File: config.mk
export PLATFORM = sky130hd
export DESIGN_NAME = tick_to_millisecond_accumulator
export DESIGN_NICKNAME = d
export VERILOG_FILES = /design/src/rtl/core/tma_pkg.sv /design/src/rtl/core/tma_divider.sv /design/src/rtl/core/tick_to_millisecond_accumulator.sv
export SDC_FILE = /design/constraint.sdc
export NUM_CORES = 1
export LEC_CHECK = 0
export ABC_AREA = 0
export BUFFER_PORTS_ARGS = -buffer_cell sky130_fd_sc_hd__buf_2
export CORE_ASPECT_RATIO = 0.5
export CORE_MARGIN = 10
export CORE_UTILIZATION = 60
export CTS_BUF_LIST = sky130_fd_sc_hd__clkbuf_4 sky130_fd_sc_hd__clkbuf_8
export CTS_CLUSTER_DIAMETER = 200
export CTS_CLUSTER_SIZE = 8
export DETAILED_ROUTE_END_ITERATION = 7
export PLACE_DENSITY = 0.85
export SLEW_MARGIN = 15
export SYNTH_ARGS = -nofsm -noshare
export SYNTH_HDL_FRONTEND = slang
export SYNTH_SLANG_ARGS = --single-unit
File: constraint.sdc
create_clock -name clk -period 8.9 [get_ports clk]
set_input_delay 1.335 -clock clk [delete_from_list [all_inputs] [get_ports clk]]
set_output_delay 1.335 -clock clk [all_outputs]
set_load 0.01 [all_outputs]
File: src/rtl/core/tma_pkg.sv
`timescale 1ns / 1ps
// ----------------------------------------------------------------------------
// tma_pkg: shared types and constants
// Reset values, register indexes and the divider request/response structs.
// ----------------------------------------------------------------------------
package tma_pkg;

	localparam int unsigned DataW = 32;
	localparam int unsigned TpmsW = 23;

	localparam logic [DataW-1:0] TpsReset     = 32'd12500000;
	localparam logic [TpmsW-1:0] TpmsReset    = 23'd12500;
	localparam logic [DataW-1:0] MsPerSecond  = 32'd1000;

	typedef enum logic {
		REG_TICKS_PER_SECOND = 1'b0,
		REG_TICKS_PER_MS     = 1'b1
	} reg_index_t;

	typedef struct packed {
		logic             start;
		logic [DataW-1:0] dividend;
		logic [DataW-1:0] divisor;
	} div_req_t;

	typedef struct packed {
		logic             busy;
		logic             done;
		logic [DataW-1:0] quotient;
		logic [DataW-1:0] remainder;
	} div_rsp_t;

endpackage

File: src/rtl/core/tma_divider.sv
`timescale 1ns / 1ps
// ----------------------------------------------------------------------------
// tma_divider: shared restoring divider
// One compare and subtract per cycle, one quotient bit per cycle.
// ----------------------------------------------------------------------------
module tma_divider
	import tma_pkg::*;
(
	input  logic     clk,
	input  logic     arst_n,
	input  div_req_t req,
	output div_rsp_t rsp
);

	localparam int unsigned CntW = $clog2(DataW);

	logic [DataW-1:0] rem_q;
	logic [DataW-1:0] quo_q;
	logic [DataW-1:0] div_q;
	logic [CntW-1:0]  cnt_q;
	logic             busy_q;
	logic             done_q;

	logic [DataW:0]   trial;
	logic [DataW:0]   diff;
	logic             ge;

	assign trial = {rem_q, quo_q[DataW-1]};
	assign ge    = trial >= {1'b0, div_q};
	assign diff  = trial - {1'b0, div_q};

	always_ff @(posedge clk or negedge arst_n) begin
		if (!arst_n) begin
			busy_q <= 1'b0;
			done_q <= 1'b0;
			cnt_q  <= '0;
		end else begin
			done_q <= 1'b0;
			if (req.start && !busy_q) begin
				busy_q <= 1'b1;
				cnt_q  <= '0;
				rem_q  <= '0;
				quo_q  <= req.dividend;
				div_q  <= req.divisor;
			end else if (busy_q) begin
				// The partial remainder stays below the divisor, so 32 bits hold it.
				rem_q <= ge ? diff[DataW-1:0] : trial[DataW-1:0];
				quo_q <= {quo_q[DataW-2:0], ge};
				cnt_q <= cnt_q + 1'b1;
				if (cnt_q == CntW'(DataW - 1)) begin
					busy_q <= 1'b0;
					done_q <= 1'b1;
				end
			end
		end
	end

	assign rsp.busy      = busy_q;
	assign rsp.done      = done_q;
	assign rsp.quotient  = quo_q;
	assign rsp.remainder = rem_q;

`ifndef SYNTHESIS
	a_rem_below_div: assert property (@(posedge clk) disable iff (!arst_n)
		done_q |-> (rem_q < div_q))
		else $error("divider remainder not below divisor");
	a_done_after_busy: assert property (@(posedge clk) disable iff (!arst_n)
		done_q |-> $past(busy_q))
		else $error("divider done without a run");
	a_no_start_busy: assert property (@(posedge clk) disable iff (!arst_n)
		busy_q |-> !done_q)
		else $error("divider done while still busy");
`endif

endmodule

File: src/rtl/core/tick_to_millisecond_accumulator.sv
`timescale 1ns / 1ps
// ----------------------------------------------------------------------------
// tick_to_millisecond_accumulator: wrap-safe counter reading to milliseconds
// Accumulates counter deltas and folds whole seconds and milliseconds into a
// wrapping millisecond total with one shared iterative divider.
//
//   channel   dir   fields (lsb up)           transfer when
//   s_axis    in    counter_reading[31:0]     s_axis_tvalid && s_axis_tready
//   m_axis    out   elapsed_ms[31:0]          m_axis_tvalid && m_axis_tready
//   cfg       in    cfg_addr, cfg_wdata       cfg_we
//
// An item goes from its transfer through up to two divider passes (seconds,
// then milliseconds), each a start state and a run state that retires on done,
// and then an emit state that loads the output register. A zero step skips its pass.
// The input is ready again once the emit state has handed its result over.
// The input is not ready while an item is in work; a stalled result sits in
// the output register and the next item may be taken meanwhile.
// Reset clears all state and restores the reset step values.
// ----------------------------------------------------------------------------
module tick_to_millisecond_accumulator
	import tma_pkg::*;
(
	input  logic             clk,
	input  logic             arst_n,
	input  logic             s_axis_tvalid,
	output logic             s_axis_tready,
	input  logic [DataW-1:0] s_axis_tdata,   // counter_reading[31:0]
	output logic             m_axis_tvalid,
	input  logic             m_axis_tready,
	output logic [DataW-1:0] m_axis_tdata,   // elapsed_ms[31:0]
	input  logic             cfg_we,
	input  logic             cfg_addr,
	input  logic [DataW-1:0] cfg_wdata
);

	typedef enum logic [2:0] {
		ST_IDLE,
		ST_COARSE_GO,
		ST_COARSE_RUN,
		ST_FINE_GO,
		ST_FINE_RUN,
		ST_EMIT
	} state_t;

	state_t           state_q;
	logic [DataW-1:0] tps_q;
	logic [TpmsW-1:0] tpms_q;
	logic [DataW-1:0] prev_q;
	logic [DataW-1:0] rem_q;
	logic [DataW-1:0] ms_total_q;
	logic             out_valid_q;
	logic [DataW-1:0] out_data_q;

	div_req_t         div_req;
	div_rsp_t         div_rsp;
	logic [DataW-1:0] rem_sum;
	logic             accept;
	logic             emit;

	assign s_axis_tready = (state_q == ST_IDLE);
	assign accept        = s_axis_tvalid && s_axis_tready;
	assign rem_sum       = rem_q + (s_axis_tdata - prev_q);
	assign emit          = (state_q == ST_EMIT) && (!out_valid_q || m_axis_tready);

	always_comb begin
		div_req.start    = (state_q == ST_COARSE_GO) || (state_q == ST_FINE_GO);
		div_req.dividend = rem_q;
		div_req.divisor  = (state_q == ST_COARSE_GO) ? tps_q : DataW'(tpms_q);
	end

	tma_divider u_div (
		.clk    (clk),
		.arst_n (arst_n),
		.req    (div_req),
		.rsp    (div_rsp)
	);

	always_ff @(posedge clk or negedge arst_n) begin
		if (!arst_n) begin
			tps_q  <= TpsReset;
			tpms_q <= TpmsReset;
		end else if (cfg_we) begin
			unique case (reg_index_t'(cfg_addr))
				REG_TICKS_PER_SECOND: tps_q  <= cfg_wdata;
				REG_TICKS_PER_MS:     tpms_q <= cfg_wdata[TpmsW-1:0];
				default: ;
			endcase
		end
	end

	always_ff @(posedge clk or negedge arst_n) begin
		if (!arst_n) begin
			state_q     <= ST_IDLE;
			prev_q      <= '0;
			rem_q       <= '0;
			ms_total_q  <= '0;
			out_valid_q <= 1'b0;
			out_data_q  <= '0;
		end else begin
			if (emit) begin
				out_valid_q <= 1'b1;
				out_data_q  <= ms_total_q;
			end else if (m_axis_tvalid && m_axis_tready) begin
				out_valid_q <= 1'b0;
			end
			unique case (state_q)
				ST_IDLE: begin
					if (accept) begin
						rem_q  <= rem_sum;
						prev_q <= s_axis_tdata;
						if (tps_q != '0) begin
							state_q <= ST_COARSE_GO;
						end else if (tpms_q != '0) begin
							state_q <= ST_FINE_GO;
						end else begin
							state_q <= ST_EMIT;
						end
					end
				end
				ST_COARSE_GO: state_q <= ST_COARSE_RUN;
				ST_COARSE_RUN: begin
					if (div_rsp.done) begin
						rem_q      <= div_rsp.remainder;
						ms_total_q <= ms_total_q + DataW'(div_rsp.quotient * MsPerSecond);
						state_q    <= (tpms_q != '0) ? ST_FINE_GO : ST_EMIT;
					end
				end
				ST_FINE_GO: state_q <= ST_FINE_RUN;
				ST_FINE_RUN: begin
					if (div_rsp.done) begin
						rem_q      <= div_rsp.remainder;
						ms_total_q <= ms_total_q + div_rsp.quotient;
						state_q    <= ST_EMIT;
					end
				end
				ST_EMIT: begin
					// Wait until the previous result has been taken.
					if (emit) begin
						state_q <= ST_IDLE;
					end
				end
				default: state_q <= ST_IDLE;
			endcase
		end
	end

	assign m_axis_tvalid = out_valid_q;
	assign m_axis_tdata  = out_data_q;

`ifndef SYNTHESIS
	a_busy_after_accept: assert property (@(posedge clk) disable iff (!arst_n)
		accept |=> !s_axis_tready)
		else $error("input ready right after a transfer");
	a_no_start_while_busy: assert property (@(posedge clk) disable iff (!arst_n)
		div_rsp.busy |-> !div_req.start)
		else $error("divider started while busy");
	a_result_is_total: assert property (@(posedge clk) disable iff (!arst_n)
		$rose(m_axis_tvalid) |-> (m_axis_tdata == ms_total_q))
		else $error("result differs from the millisecond total");
	a_idle_divider: assert property (@(posedge clk) disable iff (!arst_n)
		(state_q == ST_IDLE) |-> !div_rsp.busy)
		else $error("divider running while idle");
`endif

endmodule
==> flow_summary.yaml <==
hold_path:
  min_path_type: "flop to flop"
setup_path:
  criticalPathCategory: "flop to flop"
  worst_ep_arrival_time_ns: 7.75
  worstSetupEndpointType: "flop"
  slowest_delay_ns: 0.55
  crit_path_frequent_cell: "fa_1"
  path_buf_inv: 2
  critPathTopFamily: "adder cells"
  worstPathMaxFanout: 6
  worst_setup_path_start_kind: "flop"
  crit_slowest_cell: "fa_1"
  worst_ep_required_time_ns: 9.39
clocking:
  clk_latency_ns: 0.62
  clkTransAtPathRegs_ns: 0.07
  post_cts_resize_count: 0
  cts.sinks: 290
  tritoncts: "yes"
  cts-buffers-inserted: 42
  ctsHoldBuffers: 0
  clockBufferDepth: 3
  h-tree-depth: 2
  post-cts-setup-buffers: 0
  cts_root_buf: "clkbuf_8"
detailed_routing:
  ant_nets: 0
  drt_first_iter_violations: 1405
  vias: 17360
  routed_via_density: 5.902
  drc: 0
  drtPass1Iterations: 5
  drt_wl_total_mm: 53.67
  wire_per_inst_um: 18.24
floorplanning:
  core_area_um2: 37410
  die_w_um: 295.3
  initial_core_util: 0.6079
  die_area_um2: 46570
  io_pins: 104
  num_rows: 50
  die_h_um: 157.7
outcome:
  outcome: "completed"
final_layout:
  drive_gt1_frac: 0.1446
  multi_input_area_um2: 13580
  nFillCells: 2846
  register_area_um2: 7760
  nets: 2798
  antenna_cells: 0
  area_growth_pct: 8.109
global_route:
  grt_pass1_wl_mm: 87.44
  grt_start_max_net_pins: 91
  gr-usage-met2: 0.3587
  grtUsageTotal: 0.2303
  grt_pass1_vias: 17090
  gr-max-usage-layer: "met2"
  grt_overflow: 0
  use_met3: 0.04599
  antenna_found_initial: 0
  global_route.usage.met1: 0.3224
sta:
  skew_ns: 0.04800
  hold_violations: 0
  fmaxAchievable_ghz: 0.1378
  drv_slew: 0
  period_needed_ns: 7.258
  finalWorstSetupSlack_ns: 1.642
  setup_viol: 0
  worstMarginPinSlew_ns: 1.165
  timing.slew.headroom: 0.2207
  fin_crit_sh: 0.8155
  rsz0062_at_grt: "false"
  setup_tns_ns: 0
placement:
  io_buffers: 103
  hpwl_mm: 41.15
  gp_congestion: 0.9482
  pre_cts_ws_ns: 1.725
synthesis:
  syn_nets: 2707
  synth_area_leaders: "dfrtp_1 19%, edfxtp_1 13%, fa_1 11%"
  synthCells: 2328
  synth_area_leader_cell: "dfrtp_1"
  synth-edff-count: 96
  netlist_area_um2: 22740
  async_flop_share: 0.6690
  synth.distinct_cells: 74
  synthFlopType: "dfrtp_1"
  synth-seq-area-share: 0.3412
  synth_top_area_share: 0.1937
  ys_warn_count: 0
  ys_ff_latch: 290
  avgSynthCellArea_um2: 9.769
job:
  drv_cap: 0
[layout make-up]
| class | count | share of cell area |
|---|---|---|
| Inverter | 316 | 0.04824 |
| Sequential cell | 290 | 0.3156 |
| Multi-Input combinational cell | 1653 | 0.5523 |
| Clock inverter | 3 | 0.001069 |
| Tap cell | 494 | 0.02514 |
| Clock buffer | 70 | 0.03231 |
| Timing Repair Buffer | 116 | 0.02534 |
[logic make-up after synthesis]
family,Yosys count,share of synthesized area
AOI/OAI and AO/OA,580,0.1610
muxes,147,0.07223
buffers and inverters,385,0.06365
and+or+nand+nor,483,0.09908
DFF,290,0.3412
adders and majority gates,309,0.2113
xor gates and xnor gates,134,0.05160
[metrics by stage]
stage / util / hold slack, ns / instances / cell area, um^2
3_3_place_gp: 0.6353 / 0.4639 / 2869 / 23770
6_report: 0.6572 / 0.4988 / 2942 / 24590
5_1_grt: 0.6572 / 0.5181 / 2942 / 24590
4_1_cts: 0.6572 / 0.5011 / 2942 / 24590
2_1_floorplan: - / 0.4498 / 2328 / 22740
3_5_place_dp: 0.6353 / 0.4799 / 2869 / 23770
[state kept, by name, summed over array words and instances, names as in the netlist]
| name | flops |
|---|---|
| tpms_q | 23 |
| rem_q | 32 |
| state_q | 3 |
| u_div.div_q | 32 |
| u_div.cnt_q | 5 |
| tps_q | 32 |
| u_div.done_q | 1 |
| u_div.rem_q | 32 |
| prev_q | 32 |
| m_axis_tdata | 32 |
| u_div.busy_q | 1 |
| m_axis_tvalid | 1 |
| ms_total_q | 32 |
| u_div.quo_q | 32 |
[Yosys cell counts, types with 16 or more instances]
library cell / instances
a211oi_1: 24
a21o_1: 60
a21oi_1: 156
a22o_1: 24
a31oi_1: 16
and2_1: 18
clkbuf_1: 57
dfrtp_1: 176
dfstp_2: 18
edfxtp_1: 96
fa_1: 125
ha_1: 184
inv_1: 316
mux2_1: 16
mux2_2: 121
nand2_1: 174
nand2b_1: 24
nand3_1: 22
nor2_1: 122
nor2b_1: 27
nor3_1: 25
nor4_1: 18
o21ai_0: 164
xnor2_1: 84
xor2_1: 50
[metal layers]
| metal | wire (um) | vias up |
|---|---|---|
| li1 | - | 8263 |
| met3 | 4359 | 99 |
| met2 | 23780 | 646 |
| met4 | 1491 | 0 |
| met5 | 0 | - |
| met1 | 24040 | 8355 |
[path summary, 6_finish.rpt]
check                                        startpoint                           end  cells after the start  slack [ns]
setup / recovery               u_div.quo_q[5]$_DFFE_PP_    ms_total_q[31]$_DFFE_PN0P_                     26        1.64
hold / removal             m_axis_tdata[23]$_DFFE_PN0P_  m_axis_tdata[23]$_DFFE_PN0P_                      1        0.50
setup reg to reg               u_div.quo_q[5]$_DFFE_PP_    ms_total_q[31]$_DFFE_PN0P_                     26        1.64
hold reg to reg            m_axis_tdata[23]$_DFFE_PN0P_  m_axis_tdata[23]$_DFFE_PN0P_                      1        0.50
max in group asynchronous                        arst_n   m_axis_tdata[5]$_DFFE_PN0P_                      3        5.81
min in group asynchronous                        arst_n         tps_q[29]$_DFFE_PN0P_                      1        0.73
[layout by cell type, fill, tap and decap left out, types with 18 or more instances in the layout]
cell and n:
a211oi_1 24, a21o_1 60, a21oi_1 155, a22o_1 24
and2_1 18, buf_2 102, clkbuf_4 27, clkbuf_8 43
dfrtp_1 176, dfstp_2 18, edfxtp_1 96, fa_1 125
ha_1 184, inv_1 316, mux2_2 121, nand2_1 173
nand2b_1 24, nand3_1 22, nor2_1 119, nor2b_1 24
nor3_1 25, nor4_1 18, o21ai_0 164, xnor2_1 84
xor2_1 50
[worst register-to-register path, stage by stage (launching register included)]
cell       delay (ns)
edfxtp_1         0.45
inv_1            0.28
fa_1             0.50
fa_1             0.55
fa_1             0.45
fa_1             0.51
inv_1            0.04
ha_1             0.36
a2111oi_0        0.43
o21ai_0          0.20
a21o_1           0.19
nand2_1          0.07
and2_1           0.18
o21bai_1         0.07
a21oi_1          0.18
xnor2_1          0.09
ha_1             0.39
nand4_1          0.14
nor4b_1          0.27
a21oi_1          0.18
o31ai_1          0.40
nand3_1          0.15
a31oi_1          0.29
nor4b_1          0.10
nor3_1           0.26
xnor2_1          0.11
a221o_1          0.32
Power is not shown: default switching activity piles up to over one toggle a cycle in this logic, so the estimate is an artifact.
